===== src/design/bcgt_pkg.sv =====
package bcgt_pkg;

	// Register indexes on the configuration port.
	localparam logic [1:0] RegAreaMin      = 2'd0;
	localparam logic [1:0] RegAreaMax      = 2'd1;
	localparam logic [1:0] RegGateDistance = 2'd2;

	localparam int AreaBits   = 24;
	localparam int GateBits   = 15;
	localparam int PosBits    = 16;
	localparam int RadiusBits = 7;
	localparam int QuotBits   = 15;
	localparam int CfgIdxBits = 2;

	localparam logic [AreaBits-1:0] AreaMinReset = 24'd50;
	localparam logic [AreaBits-1:0] AreaMaxReset = 24'd500;
	localparam logic [GateBits-1:0] GateReset    = 15'd960;

	localparam logic [QuotBits-1:0] PosMax = 15'h7fff;

	// floor(a / 1000) = (a * Rcp1000) >> Rcp1000Shift, exact for any 24-bit a.
	localparam int Rcp1000Bits  = 25;
	localparam int Rcp1000Shift = 34;
	localparam logic [Rcp1000Bits-1:0] Rcp1000 = 25'd17179870;
	localparam int Prod1000Bits = AreaBits + Rcp1000Bits;
	localparam int Quot1000Bits = Prod1000Bits - Rcp1000Shift;
	localparam logic [9:0] Thousand = 10'd1000;

	// floor(r / 10) = (r * Rcp10) >> Rcp10Shift, exact for any r below 1024.
	localparam int RemBits     = 10;
	localparam int Rcp10Bits   = 11;
	localparam int Rcp10Shift  = 14;
	localparam logic [Rcp10Bits-1:0] Rcp10 = 11'd1639;
	localparam int Prod10Bits  = RemBits + Rcp10Bits;

	typedef enum logic [2:0] {
		S_IDLE,
		S_CHECK,
		S_DIVIDE,
		S_TRACK,
		S_RAD1,
		S_RAD2,
		S_RAD3,
		S_EMIT
	} state_t;

	typedef struct packed {
		logic capture;
		logic clear_track;
		logic div_load;
		logic div_step;
		logic track;
		logic rad1;
		logic rad2;
		logic rad3;
		logic emit;
	} cmd_t;

	typedef struct packed {
		logic in_window;
		logic div_busy;
	} status_t;

endpackage


===== src/design/bcgt_if.sv =====
interface bcgt_in_if #(
	parameter int MOMENT_BITS = 32
);
	logic                   valid;
	logic                   ready;
	logic [23:0]            area_moment;
	logic [MOMENT_BITS-1:0] x_moment;
	logic [MOMENT_BITS-1:0] y_moment;

	modport source (output valid, area_moment, x_moment, y_moment, input ready);
	modport sink   (input valid, area_moment, x_moment, y_moment, output ready);
endinterface

interface bcgt_out_if;
	logic               valid;
	logic               ready;
	logic               found;
	logic signed [15:0] pos_x;
	logic signed [15:0] pos_y;
	logic [6:0]         marker_radius;

	modport source (output valid, found, pos_x, pos_y, marker_radius, input ready);
	modport sink   (input valid, found, pos_x, pos_y, marker_radius, output ready);
endinterface


===== src/design/blob_centroid_gated_tracker_core.sv =====
// Blob centroid tracker with per-axis jump gating. Each input word carries
// one frame's zeroth moment (area) and first moments along x and y. When the
// area lies strictly between area_min and area_max, the block divides each
// first moment, scaled by 2^FRAC_BITS, by the area to get the centroid in
// fixed point, saturated at 32767. With no track yet the new centroid starts
// one; if either axis jumps farther than gate_distance from the last
// position, the last position and area are reported again instead. Each
// input word gives exactly one output word: found, pos_x, pos_y and a marker
// radius of (used area / 10) mod 100. Outside the window found is 0, both
// positions read -2^FRAC_BITS and the track is cleared. An in-window word
// passes from acceptance through the window check, the division, the gate
// step and the radius steps to the output register; the bit-serial
// dividers produce one quotient bit per cycle for both axes side by side.
// An out-of-window word goes from the window check straight to the output
// register. The controller returns to its idle state before it takes the
// next word, and waits to fill the output register while it is still
// full and not read. One word is worked on at a time, and the next one is
// accepted while the previous result still waits in the output register.
// Configuration writes are meant for idle periods only.
module blob_centroid_gated_tracker_core #(
	parameter int FRAC_BITS   = 4,
	parameter int MOMENT_BITS = 32
) (
	input  logic                                clk,
	input  logic                                arst_n,
	bcgt_in_if.sink                             in_ch,
	bcgt_out_if.source                          out_ch,
	input  logic                                cfg_we,
	input  logic [bcgt_pkg::CfgIdxBits-1:0]     cfg_index,
	input  logic [bcgt_pkg::AreaBits-1:0]       cfg_data
);

	bcgt_pkg::cmd_t    cmd;
	bcgt_pkg::status_t status;

	// The controller sequences capture, window check, division, gating and
	// the radius arithmetic; the datapath holds every value.
	bcgt_ctrl u_ctrl (
		.clk       (clk),
		.arst_n    (arst_n),
		.in_valid  (in_ch.valid),
		.in_ready  (in_ch.ready),
		.out_valid (out_ch.valid),
		.out_ready (out_ch.ready),
		.status    (status),
		.cmd       (cmd)
	);

	bcgt_datapath #(
		.FRAC_BITS   (FRAC_BITS),
		.MOMENT_BITS (MOMENT_BITS)
	) u_datapath (
		.clk           (clk),
		.arst_n        (arst_n),
		.cmd           (cmd),
		.status        (status),
		.cfg_we        (cfg_we),
		.cfg_index     (cfg_index),
		.cfg_data      (cfg_data),
		.area_moment   (in_ch.area_moment),
		.x_moment      (in_ch.x_moment),
		.y_moment      (in_ch.y_moment),
		.found         (out_ch.found),
		.pos_x         (out_ch.pos_x),
		.pos_y         (out_ch.pos_y),
		.marker_radius (out_ch.marker_radius)
	);

endmodule


===== src/design/bcgt_divider.sv =====
// Restoring divider, one quotient bit per step, with the quotient saturated
// to fifteen bits.
module bcgt_divider #(
	parameter int NUM_BITS = 36
) (
	input  logic                              clk,
	input  logic                              load,
	input  logic                              step,
	input  logic [NUM_BITS-1:0]               num,
	input  logic [bcgt_pkg::AreaBits-1:0]     den,
	output logic [bcgt_pkg::QuotBits-1:0]     quot
);

	logic [NUM_BITS-1:0]               num_q;
	logic [bcgt_pkg::AreaBits-1:0]     den_q;
	logic [bcgt_pkg::AreaBits-1:0]     rem_q;
	logic [bcgt_pkg::QuotBits-1:0]     quot_q;
	logic                              sat_q;
	logic [bcgt_pkg::AreaBits:0]       trial;
	logic                              fits;

	assign trial = {rem_q, num_q[NUM_BITS-1]};
	assign fits  = trial >= {1'b0, den_q};

	always_ff @(posedge clk) begin
		if (load) begin
			num_q  <= num;
			den_q  <= den;
			rem_q  <= '0;
			quot_q <= '0;
			sat_q  <= 1'b0;
		end else if (step) begin
			num_q  <= num_q << 1;
			rem_q  <= fits ? bcgt_pkg::AreaBits'(trial - {1'b0, den_q})
			               : trial[bcgt_pkg::AreaBits-1:0];
			quot_q <= {quot_q[bcgt_pkg::QuotBits-2:0], fits};
			sat_q  <= sat_q | quot_q[bcgt_pkg::QuotBits-1];
		end
	end

	assign quot = sat_q ? bcgt_pkg::PosMax : quot_q;

endmodule


===== src/design/bcgt_datapath.sv =====
module bcgt_datapath #(
	parameter int FRAC_BITS   = 4,
	parameter int MOMENT_BITS = 32
) (
	input  logic                                  clk,
	input  logic                                  arst_n,
	input  bcgt_pkg::cmd_t                        cmd,
	output bcgt_pkg::status_t                     status,
	input  logic                                  cfg_we,
	input  logic [bcgt_pkg::CfgIdxBits-1:0]       cfg_index,
	input  logic [bcgt_pkg::AreaBits-1:0]         cfg_data,
	input  logic [bcgt_pkg::AreaBits-1:0]         area_moment,
	input  logic [MOMENT_BITS-1:0]                x_moment,
	input  logic [MOMENT_BITS-1:0]                y_moment,
	output logic                                  found,
	output logic signed [bcgt_pkg::PosBits-1:0]   pos_x,
	output logic signed [bcgt_pkg::PosBits-1:0]   pos_y,
	output logic [bcgt_pkg::RadiusBits-1:0]       marker_radius
);

	localparam int NumBits = MOMENT_BITS + FRAC_BITS;
	localparam int CntBits = $clog2(NumBits + 1);
	localparam logic [bcgt_pkg::PosBits-1:0] PosNone =
		bcgt_pkg::PosBits'(-(1 << FRAC_BITS));

	// Configuration registers.
	logic [bcgt_pkg::AreaBits-1:0] area_min_q;
	logic [bcgt_pkg::AreaBits-1:0] area_max_q;
	logic [bcgt_pkg::GateBits-1:0] gate_q;

	// Captured word.
	logic [bcgt_pkg::AreaBits-1:0] area_q;
	logic [MOMENT_BITS-1:0]        x_mom_q;
	logic [MOMENT_BITS-1:0]        y_mom_q;

	// Track state.
	logic [bcgt_pkg::PosBits-1:0]  last_x_q;
	logic [bcgt_pkg::PosBits-1:0]  last_y_q;
	logic [bcgt_pkg::AreaBits-1:0] last_area_q;

	logic [CntBits-1:0]            cnt_q;
	logic [bcgt_pkg::QuotBits-1:0] quot_x;
	logic [bcgt_pkg::QuotBits-1:0] quot_y;

	// Result being built and the output register.
	logic                                res_found_q;
	logic [bcgt_pkg::PosBits-1:0]        res_x_q;
	logic [bcgt_pkg::PosBits-1:0]        res_y_q;
	logic [bcgt_pkg::RadiusBits-1:0]     res_radius_q;
	logic [bcgt_pkg::AreaBits-1:0]       used_area_q;
	logic [bcgt_pkg::Prod1000Bits-1:0]   prod1000_q;
	logic [bcgt_pkg::RemBits-1:0]        rem_q;
	logic                                out_found_q;
	logic [bcgt_pkg::PosBits-1:0]        out_x_q;
	logic [bcgt_pkg::PosBits-1:0]        out_y_q;
	logic [bcgt_pkg::RadiusBits-1:0]     out_radius_q;

	logic [bcgt_pkg::PosBits-1:0]        px;
	logic [bcgt_pkg::PosBits-1:0]        py;
	logic [bcgt_pkg::PosBits-1:0]        ref_x;
	logic [bcgt_pkg::PosBits-1:0]        ref_y;
	logic                                fresh;
	logic                                jump;
	logic [bcgt_pkg::PosBits-1:0]        sel_x;
	logic [bcgt_pkg::PosBits-1:0]        sel_y;
	logic [bcgt_pkg::AreaBits-1:0]       sel_area;
	logic [bcgt_pkg::Quot1000Bits-1:0]   quot1000;
	logic [bcgt_pkg::Prod10Bits-1:0]     prod10;

	// True when |now - prev| exceeds the gate, both taken as signed.
	function automatic logic jumped(input logic [bcgt_pkg::PosBits-1:0] now,
	                                input logic [bcgt_pkg::PosBits-1:0] prev,
	                                input logic [bcgt_pkg::GateBits-1:0] gate);
		logic [bcgt_pkg::PosBits:0] diff;
		logic [bcgt_pkg::PosBits:0] mag;
		diff = {now[bcgt_pkg::PosBits-1], now} - {prev[bcgt_pkg::PosBits-1], prev};
		mag  = diff[bcgt_pkg::PosBits] ? (~diff + 1'b1) : diff;
		return mag > {2'b00, gate};
	endfunction

	always_ff @(posedge clk or negedge arst_n) begin
		if (!arst_n) begin
			area_min_q <= bcgt_pkg::AreaMinReset;
			area_max_q <= bcgt_pkg::AreaMaxReset;
			gate_q     <= bcgt_pkg::GateReset;
		end else if (cfg_we) begin
			unique case (cfg_index)
				bcgt_pkg::RegAreaMin:      area_min_q <= cfg_data;
				bcgt_pkg::RegAreaMax:      area_max_q <= cfg_data;
				bcgt_pkg::RegGateDistance: gate_q     <= cfg_data[bcgt_pkg::GateBits-1:0];
				default: ;
			endcase
		end
	end

	always_ff @(posedge clk) begin
		if (cmd.capture) begin
			area_q  <= area_moment;
			x_mom_q <= x_moment;
			y_mom_q <= y_moment;
		end
	end

	assign status.in_window = (area_q > area_min_q) && (area_q < area_max_q);
	assign status.div_busy  = cnt_q != '0;

	always_ff @(posedge clk or negedge arst_n) begin
		if (!arst_n) begin
			cnt_q <= '0;
		end else if (cmd.div_load) begin
			cnt_q <= CntBits'(NumBits);
		end else if (cmd.div_step && cnt_q != '0) begin
			cnt_q <= cnt_q - 1'b1;
		end
	end

	bcgt_divider #(.NUM_BITS(NumBits)) u_div_x (
		.clk  (clk),
		.load (cmd.div_load),
		.step (cmd.div_step && cnt_q != '0),
		.num  (NumBits'(x_mom_q) << FRAC_BITS),
		.den  (area_q),
		.quot (quot_x)
	);

	bcgt_divider #(.NUM_BITS(NumBits)) u_div_y (
		.clk  (clk),
		.load (cmd.div_load),
		.step (cmd.div_step && cnt_q != '0),
		.num  (NumBits'(y_mom_q) << FRAC_BITS),
		.den  (area_q),
		.quot (quot_y)
	);

	// Gate decision on the fresh quotients.
	assign px       = {1'b0, quot_x};
	assign py       = {1'b0, quot_y};
	assign fresh    = (last_x_q == PosNone) || (last_y_q == PosNone);
	assign ref_x    = fresh ? px : last_x_q;
	assign ref_y    = fresh ? py : last_y_q;
	assign jump     = jumped(px, ref_x, gate_q) || jumped(py, ref_y, gate_q);
	assign sel_x    = jump ? ref_x : px;
	assign sel_y    = jump ? ref_y : py;
	assign sel_area = jump ? last_area_q : area_q;

	always_ff @(posedge clk or negedge arst_n) begin
		if (!arst_n) begin
			last_x_q    <= PosNone;
			last_y_q    <= PosNone;
			last_area_q <= '0;
		end else if (cmd.clear_track) begin
			last_x_q <= PosNone;
			last_y_q <= PosNone;
		end else if (cmd.track) begin
			last_x_q    <= sel_x;
			last_y_q    <= sel_y;
			last_area_q <= sel_area;
		end
	end

	// Marker radius: (used area / 10) mod 100, taken as (area mod 1000) / 10.
	assign quot1000 = prod1000_q[bcgt_pkg::Prod1000Bits-1:bcgt_pkg::Rcp1000Shift];
	assign prod10   = bcgt_pkg::Prod10Bits'(rem_q) * bcgt_pkg::Prod10Bits'(bcgt_pkg::Rcp10);

	always_ff @(posedge clk) begin
		if (cmd.clear_track) begin
			res_found_q  <= 1'b0;
			res_x_q      <= PosNone;
			res_y_q      <= PosNone;
			res_radius_q <= '0;
		end else if (cmd.track) begin
			res_found_q <= 1'b1;
			res_x_q     <= sel_x;
			res_y_q     <= sel_y;
			used_area_q <= sel_area;
		end
		if (cmd.rad1) begin
			prod1000_q <= bcgt_pkg::Prod1000Bits'(used_area_q)
			            * bcgt_pkg::Prod1000Bits'(bcgt_pkg::Rcp1000);
		end
		if (cmd.rad2) begin
			rem_q <= bcgt_pkg::RemBits'(used_area_q
			       - bcgt_pkg::AreaBits'(quot1000 * bcgt_pkg::Quot1000Bits'(bcgt_pkg::Thousand)));
		end
		if (cmd.rad3) begin
			res_radius_q <= bcgt_pkg::RadiusBits'(prod10 >> bcgt_pkg::Rcp10Shift);
		end
		if (cmd.emit) begin
			out_found_q  <= res_found_q;
			out_x_q      <= res_x_q;
			out_y_q      <= res_y_q;
			out_radius_q <= res_radius_q;
		end
	end

	assign found         = out_found_q;
	assign pos_x         = out_x_q;
	assign pos_y         = out_y_q;
	assign marker_radius = out_radius_q;

endmodule


===== src/design/bcgt_ctrl.sv =====
module bcgt_ctrl (
	input  logic              clk,
	input  logic              arst_n,
	input  logic              in_valid,
	output logic              in_ready,
	output logic              out_valid,
	input  logic              out_ready,
	input  bcgt_pkg::status_t status,
	output bcgt_pkg::cmd_t    cmd
);

	bcgt_pkg::state_t state_q;
	bcgt_pkg::state_t state_next;
	logic             out_valid_q;
	logic             slot_free;

	assign slot_free = !out_valid_q || out_ready;

	always_ff @(posedge clk or negedge arst_n) begin
		if (!arst_n) begin
			state_q     <= bcgt_pkg::S_IDLE;
			out_valid_q <= 1'b0;
		end else begin
			state_q <= state_next;
			if (cmd.emit) begin
				out_valid_q <= 1'b1;
			end else if (out_ready) begin
				out_valid_q <= 1'b0;
			end
		end
	end

	always_comb begin
		state_next = state_q;
		unique case (state_q)
			bcgt_pkg::S_IDLE:   if (in_valid) state_next = bcgt_pkg::S_CHECK;
			bcgt_pkg::S_CHECK: begin
				state_next = status.in_window ? bcgt_pkg::S_DIVIDE : bcgt_pkg::S_EMIT;
			end
			bcgt_pkg::S_DIVIDE: if (!status.div_busy) state_next = bcgt_pkg::S_TRACK;
			bcgt_pkg::S_TRACK:  state_next = bcgt_pkg::S_RAD1;
			bcgt_pkg::S_RAD1:   state_next = bcgt_pkg::S_RAD2;
			bcgt_pkg::S_RAD2:   state_next = bcgt_pkg::S_RAD3;
			bcgt_pkg::S_RAD3:   state_next = bcgt_pkg::S_EMIT;
			bcgt_pkg::S_EMIT:   if (slot_free) state_next = bcgt_pkg::S_IDLE;
			default:            state_next = bcgt_pkg::S_IDLE;
		endcase
	end

	always_comb begin
		cmd      = '0;
		in_ready = 1'b0;
		unique case (state_q)
			bcgt_pkg::S_IDLE: begin
				in_ready    = 1'b1;
				cmd.capture = in_valid;
			end
			bcgt_pkg::S_CHECK: begin
				cmd.div_load    = status.in_window;
				cmd.clear_track = !status.in_window;
			end
			bcgt_pkg::S_DIVIDE: cmd.div_step = 1'b1;
			bcgt_pkg::S_TRACK:  cmd.track    = 1'b1;
			bcgt_pkg::S_RAD1:   cmd.rad1     = 1'b1;
			bcgt_pkg::S_RAD2:   cmd.rad2     = 1'b1;
			bcgt_pkg::S_RAD3:   cmd.rad3     = 1'b1;
			bcgt_pkg::S_EMIT:   cmd.emit     = slot_free;
			default: ;
		endcase
	end

	assign out_valid = out_valid_q;

endmodule

===== src/flat_wrapper.sv =====
// flat-port wrapper written by rule: the top's interface ports become plain ports
module blob_centroid_gated_tracker_core_flat 
#(
	parameter int FRAC_BITS   = 4,
	parameter int MOMENT_BITS = 32
)
  (clk, arst_n, cfg_we, cfg_index, cfg_data, in_ch_valid, in_ch_area_moment, in_ch_x_moment, in_ch_y_moment, in_ch_ready, out_ch_valid, out_ch_found, out_ch_pos_x, out_ch_pos_y, out_ch_marker_radius, out_ch_ready);
  bcgt_in_if #(.MOMENT_BITS(MOMENT_BITS)) in_ch_i ();
  bcgt_out_if out_ch_i ();
  input  logic clk;
  input  logic arst_n;
  input  logic cfg_we;
  input  logic [bcgt_pkg::CfgIdxBits-1:0] cfg_index;
  input  logic [bcgt_pkg::AreaBits-1:0] cfg_data;
  input wire logic [$bits(in_ch_i.valid)-1:0] in_ch_valid;
  input wire logic [$bits(in_ch_i.area_moment)-1:0] in_ch_area_moment;
  input wire logic [$bits(in_ch_i.x_moment)-1:0] in_ch_x_moment;
  input wire logic [$bits(in_ch_i.y_moment)-1:0] in_ch_y_moment;
  output wire logic [$bits(in_ch_i.ready)-1:0] in_ch_ready;
  output wire logic [$bits(out_ch_i.valid)-1:0] out_ch_valid;
  output wire logic [$bits(out_ch_i.found)-1:0] out_ch_found;
  output wire logic [$bits(out_ch_i.pos_x)-1:0] out_ch_pos_x;
  output wire logic [$bits(out_ch_i.pos_y)-1:0] out_ch_pos_y;
  output wire logic [$bits(out_ch_i.marker_radius)-1:0] out_ch_marker_radius;
  input wire logic [$bits(out_ch_i.ready)-1:0] out_ch_ready;
  assign in_ch_i.valid = in_ch_valid;
  assign in_ch_i.area_moment = in_ch_area_moment;
  assign in_ch_i.x_moment = in_ch_x_moment;
  assign in_ch_i.y_moment = in_ch_y_moment;
  assign in_ch_ready = in_ch_i.ready;
  assign out_ch_valid = out_ch_i.valid;
  assign out_ch_found = out_ch_i.found;
  assign out_ch_pos_x = out_ch_i.pos_x;
  assign out_ch_pos_y = out_ch_i.pos_y;
  assign out_ch_marker_radius = out_ch_i.marker_radius;
  assign out_ch_i.ready = out_ch_ready;
  blob_centroid_gated_tracker_core #(.FRAC_BITS(FRAC_BITS), .MOMENT_BITS(MOMENT_BITS)) u_core (.clk(clk), .arst_n(arst_n), .in_ch(in_ch_i), .out_ch(out_ch_i), .cfg_we(cfg_we), .cfg_index(cfg_index), .cfg_data(cfg_data));
endmodule

===== config.mk =====
export PLATFORM = sky130hd
export DESIGN_NAME = blob_centroid_gated_tracker_core_flat
export DESIGN_NICKNAME = d
export VERILOG_FILES = /design/src/design/bcgt_pkg.sv /design/src/design/bcgt_if.sv /design/src/design/blob_centroid_gated_tracker_core.sv /design/src/design/bcgt_divider.sv /design/src/design/bcgt_datapath.sv /design/src/design/bcgt_ctrl.sv /design/src/flat_wrapper.sv
export SDC_FILE = /design/constraint.sdc
export NUM_CORES = 2
export LEC_CHECK = 0
export ABC_AREA = 1
export BUFFER_PORTS_ARGS = -buffer_cell sky130_fd_sc_hd__buf_2
export CAP_MARGIN = 20
export CORE_MARGIN = 2
export CORE_UTILIZATION = 58
export CTS_CLUSTER_DIAMETER = 120
export DETAILED_ROUTE_END_ITERATION = 10
export GPL_ROUTABILITY_DRIVEN = 0
export PLACE_DENSITY = 0.88
export SETUP_SLACK_MARGIN = 0.15
export SYNTH_ARGS = -nofsm -noshare
export SYNTH_HDL_FRONTEND = slang
export SYNTH_HIERARCHICAL = 1
export SYNTH_SLANG_ARGS = --single-unit
export TNS_END_PERCENT = 10

===== constraint.sdc =====
create_clock -name clk -period 7.5 [get_ports clk]
set_input_delay 1.5 -clock clk [delete_from_list [all_inputs] [get_ports clk]]
set_output_delay 1.5 -clock clk [all_outputs]
set_load 0.1 [all_outputs]

==> flow_metrics.tcl <==
set metrics [dict create \
    setup_viol 0 \
    skew_ns 0.0388 \
    grt_pass1_wl_microns 157000 \
    drcViolationCount 0 \
    maxSlewHeadroom_pct 25.7 \
    htreeDepth 2 \
    maxSlewViolCount 0 \
    rr_endpoint "u_core/u_datapath/last_area_q[4]$_DFFE_PN0P_" \
    worst_skew_pair.late_latency_ns 0.65 \
    rsz0062_at_grt "no" \
    nets 5595 \
    fp.dieArea_sq_mm 0.0708 \
    tns_ns 0 \
    instances_no_fill 5742 \
    worst_slew_pin_slew_ns 1.11 \
    setup.worst_path.class "flop to flop" \
    critPathArrivalTime_ns 7.38 \
    wl_per_cell_microns 17.0 \
    dieWidth_microns 266 \
    outcome "completed" \
    antenna_found_initial 7 \
    dpl.hpwl_microns 71800 \
    port_buffers 160 \
    crit_top_cell "nand2_1" \
    drt_iter0_markers 2981 \
    syn_inst 4669 \
    grt_max_degree 143 \
    r2r_start "u_core/u_datapath/last_x_q[6]$_DFFE_PN1P_" \
    synth_area_per_cell_sq_um 8.53 \
    drv_cap 0 \
    std_cell_rows 96 \
    cp.depth 37 \
    synthSimpleGateAreaFrac_pct 21.4 \
    ctsLongestPathBuffers 3 \
    path_max_fanout 44 \
    ant_nets 0 \
    fp.coreArea_sq_mm 0.0683 \
    fin_hold_ws_ns 0.422 \
    design_area_sq_mm 0.0434 \
    end_kind "flop" \
    hold_viol_final 0 \
    crit_buf_inv 6 \
    synth-seq-cells 538 \
    cp-endpoint "u_core/u_datapath/last_area_q[4]$_DFFE_PN0P_" \
    initial_core_util_pct 58.3 \
    routed_via_density 5.60 \
    rr_worst_depth 37 \
    synth_top_family_by_area "adder cells" \
    crit_slowest_cell "dfstp_2" \
    cts_root_buf "clkbuf_16" \
    synth_cell_type_count 62 \
    placed_cell_area_sq_mm 0.0415 \
    syn_area_sq_mm 0.0398 \
    synth_edf_count 296 \
    routed_wl_microns 97400 \
    hold_buffers 0 \
    slowest_delay_ns 0.55 \
    start_kind "flop" \
    final-seq-area_sq_mm 0.0144 \
    finalCritPeriodShare_pct 91.4 \
    muxShareOfSynthArea_pct 0 \
    drive_above_1_share_pct 8.69 \
    nFillCells 5289 \
    ys_async_sr_fraction_pct 24.0 \
    startpoint "u_core/u_datapath/last_x_q[6]$_DFFE_PN1P_" \
    period_needed_ns 6.86 \
    grt_pass1_vias 32203 \
    synth_compound_gate_area_share_pct 5.60 \
    synth.yosys.seq_area_share_pct 36.2 \
    placed_cells_incl_taps 5629 \
    ioPinCount 161 \
    cts-buffers-inserted 57 \
    clk_pin_slew_worst_paths_ns 0.06 \
    multi_input_area_sq_mm 0.0214 \
    cp.required_ns 8.02 \
    dr_total_vias 32138 \
    grt_usage_pct 27.6 \
    overflow 0 \
    die_h_microns 266 \
    dr.pass1.iters 8 \
    synth_ff_type "edfxtp_1" \
    max_freq_ghz 0.146 \
    cts_sinks 538 \
    synthXorXnorAreaFrac_pct 1.76 \
    tritoncts "built" \
    synthAdderAreaFrac_pct 24.9 \
    hold_path.class "flop to flop" \
    critical-path-top-delay-family "simple AND/OR/NAND/NOR gates" \
    reg2reg_slack_ns 0.64 \
    yosysWarnings 6 \
    areaGrowthSynthToFinish_pct 8.88 \
]
cell usage in the layout, fill, tap and decap left out, drive strengths merged, types with 6 or more instances in the layout:
master / n
clkbuf: 68
nand3: 300
dfrtp: 92
xor2: 57
clkinvlp: 7
nand2: 1218
o21a: 9
nor3: 21
a21oi: 132
and2: 24
nand3b: 19
edfxtp: 296
ha: 460
o21ai: 178
dfxtp: 113
buf: 184
a211oi: 8
o21bai: 9
o22ai: 30
nor2: 227
clkinv: 28
xnor2: 23
nand4: 119
fa: 207
inv: 939
dfstp: 37
o211ai: 6
conb: 8
a31oi: 8
area by class of cell:
type | instances | share of cell area, %
Tap cell | 882 | 2.54
Clock inverter | 40 | 0.782
Clock buffer | 68 | 3.48
Antenna cell | 2 | 0.0115
Timing Repair Buffer | 184 | 2.39
Sequential cell | 538 | 33.3
Multi-Input combinational cell | 3092 | 49.4
Inverter | 936 | 8.10
through the flow:
| stage | worst slack (ns) | util, % |
|---|---|---|
| global route | 0.159 | 63.4 |
| floorplan | 1.27 | - |
| finish | 0.643 | 63.4 |
| global placement | 0.745 | 60.7 |
| detailed placement | 0.555 | 60.7 |
| CTS | 0.500 | 63.4 |
cell families (layout without fill, tap and decap cells):
kind of cell    count (synthesis)  count (layout)
flops                         538             538
buf+inv                      1047            1228
simple gates                 1935            1936
fa+ha+maj                     667             667
other cells                     1              10
xor+xnor                       80              80
compound gates                401             401
how the worst min path moves through the flow:
stage                                                    start                                      endpoint  slack (ns)  cells past startpoint
6_report       u_core/u_datapath/res_radius_q[1]$_SDFFCE_PN0P_  u_core/u_datapath/marker_radius[1]$_DFFE_PP_        0.42                      0
5_1_grt        u_core/u_datapath/res_radius_q[5]$_SDFFCE_PN0P_  u_core/u_datapath/marker_radius[5]$_DFFE_PP_        0.42                      0
4_1_cts        u_core/u_datapath/res_radius_q[5]$_SDFFCE_PN0P_  u_core/u_datapath/marker_radius[5]$_DFFE_PP_        0.42                      0
3_5_place_dp   u_core/u_datapath/res_radius_q[5]$_SDFFCE_PN0P_  u_core/u_datapath/marker_radius[5]$_DFFE_PP_        0.41                      0
3_3_place_gp   u_core/u_datapath/res_radius_q[4]$_SDFFCE_PN0P_  u_core/u_datapath/marker_radius[4]$_DFFE_PP_        0.40                      0
2_1_floorplan  u_core/u_datapath/res_radius_q[0]$_SDFFCE_PN0P_  u_core/u_datapath/marker_radius[0]$_DFFE_PP_        0.40                      0
routing by layer:
metal  routed length (microns)  global-route usage, %
met1                     38600                   34.7
met2                     45500                   46.2
met3                      7970                   4.92
met4                      5230                   13.7
met5                        61                      0
cells in the mapped netlist (all sizes together), types with 2 or more instances:
library cell,n,share of area [%]
a211oi,8,0.15
a21boi,3,0.057
a21o,4,0.075
a21oi,132,1.7
a221oi,2,0.044
a31oi,8,0.13
and2,24,0.38
buf,43,0.73
clkbuf,68,0.64
dfrtp,92,5.8
dfstp,37,2.4
dfxtp,113,5.7
edfxtp,296,22
fa,207,10
ha,460,14
inv,935,8.8
nand2,1218,12
nand3,300,3.9
nand3b,19,0.42
nand4,119,2.0
nor2,226,2.4
nor3,21,0.35
nor4,4,0.063
o2111ai,2,0.044
o211ai,6,0.11
o21a,9,0.17
o21ai,178,2.2
o21bai,9,0.17
o221a,2,0.057
o221ai,4,0.088
o22ai,30,0.47
o31ai,2,0.038
xnor2,23,0.51
xor2,57,1.3
worst reg2reg max path: cells and delay by family, from the launching register on:
family | cells | cell delay (ns)
compound gates | 14 | 2.14
xor+xnor | 1 | 0.16
fa+ha+maj | 2 | 0.66
buf+inv | 6 | 1.02
flops | 1 | 0.55
simple gates | 14 | 2.22
state kept, by name (all words and copies together), names as in the netlist, 24 cells and up:
name,flops
u_core/u_datapath/y_mom_q,32
u_core/u_datapath/x_mom_q,32
u_core/u_datapath/u_div_x/rem_q,24
u_core/u_datapath/last_area_q,24
u_core/u_datapath/u_div_x/num_q,36
u_core/u_datapath/u_div_y/rem_q,24
u_core/u_datapath/used_area_q,24
u_core/u_datapath/area_max_q,24
u_core/u_datapath/u_div_x/den_q,24
u_core/u_datapath/u_div_y/num_q,36
u_core/u_datapath/u_div_y/den_q,24
u_core/u_datapath/area_q,24
u_core/u_datapath/area_min_q,24
what timing repair did:
item                                    CTS  global route
buffers inserted                          0             1
gates resized for setup                   0             2
endpoints found under the setup margin    0            88
Power is not shown: default switching activity piles up to over one toggle a cycle in this logic, so the estimate is an artifact.
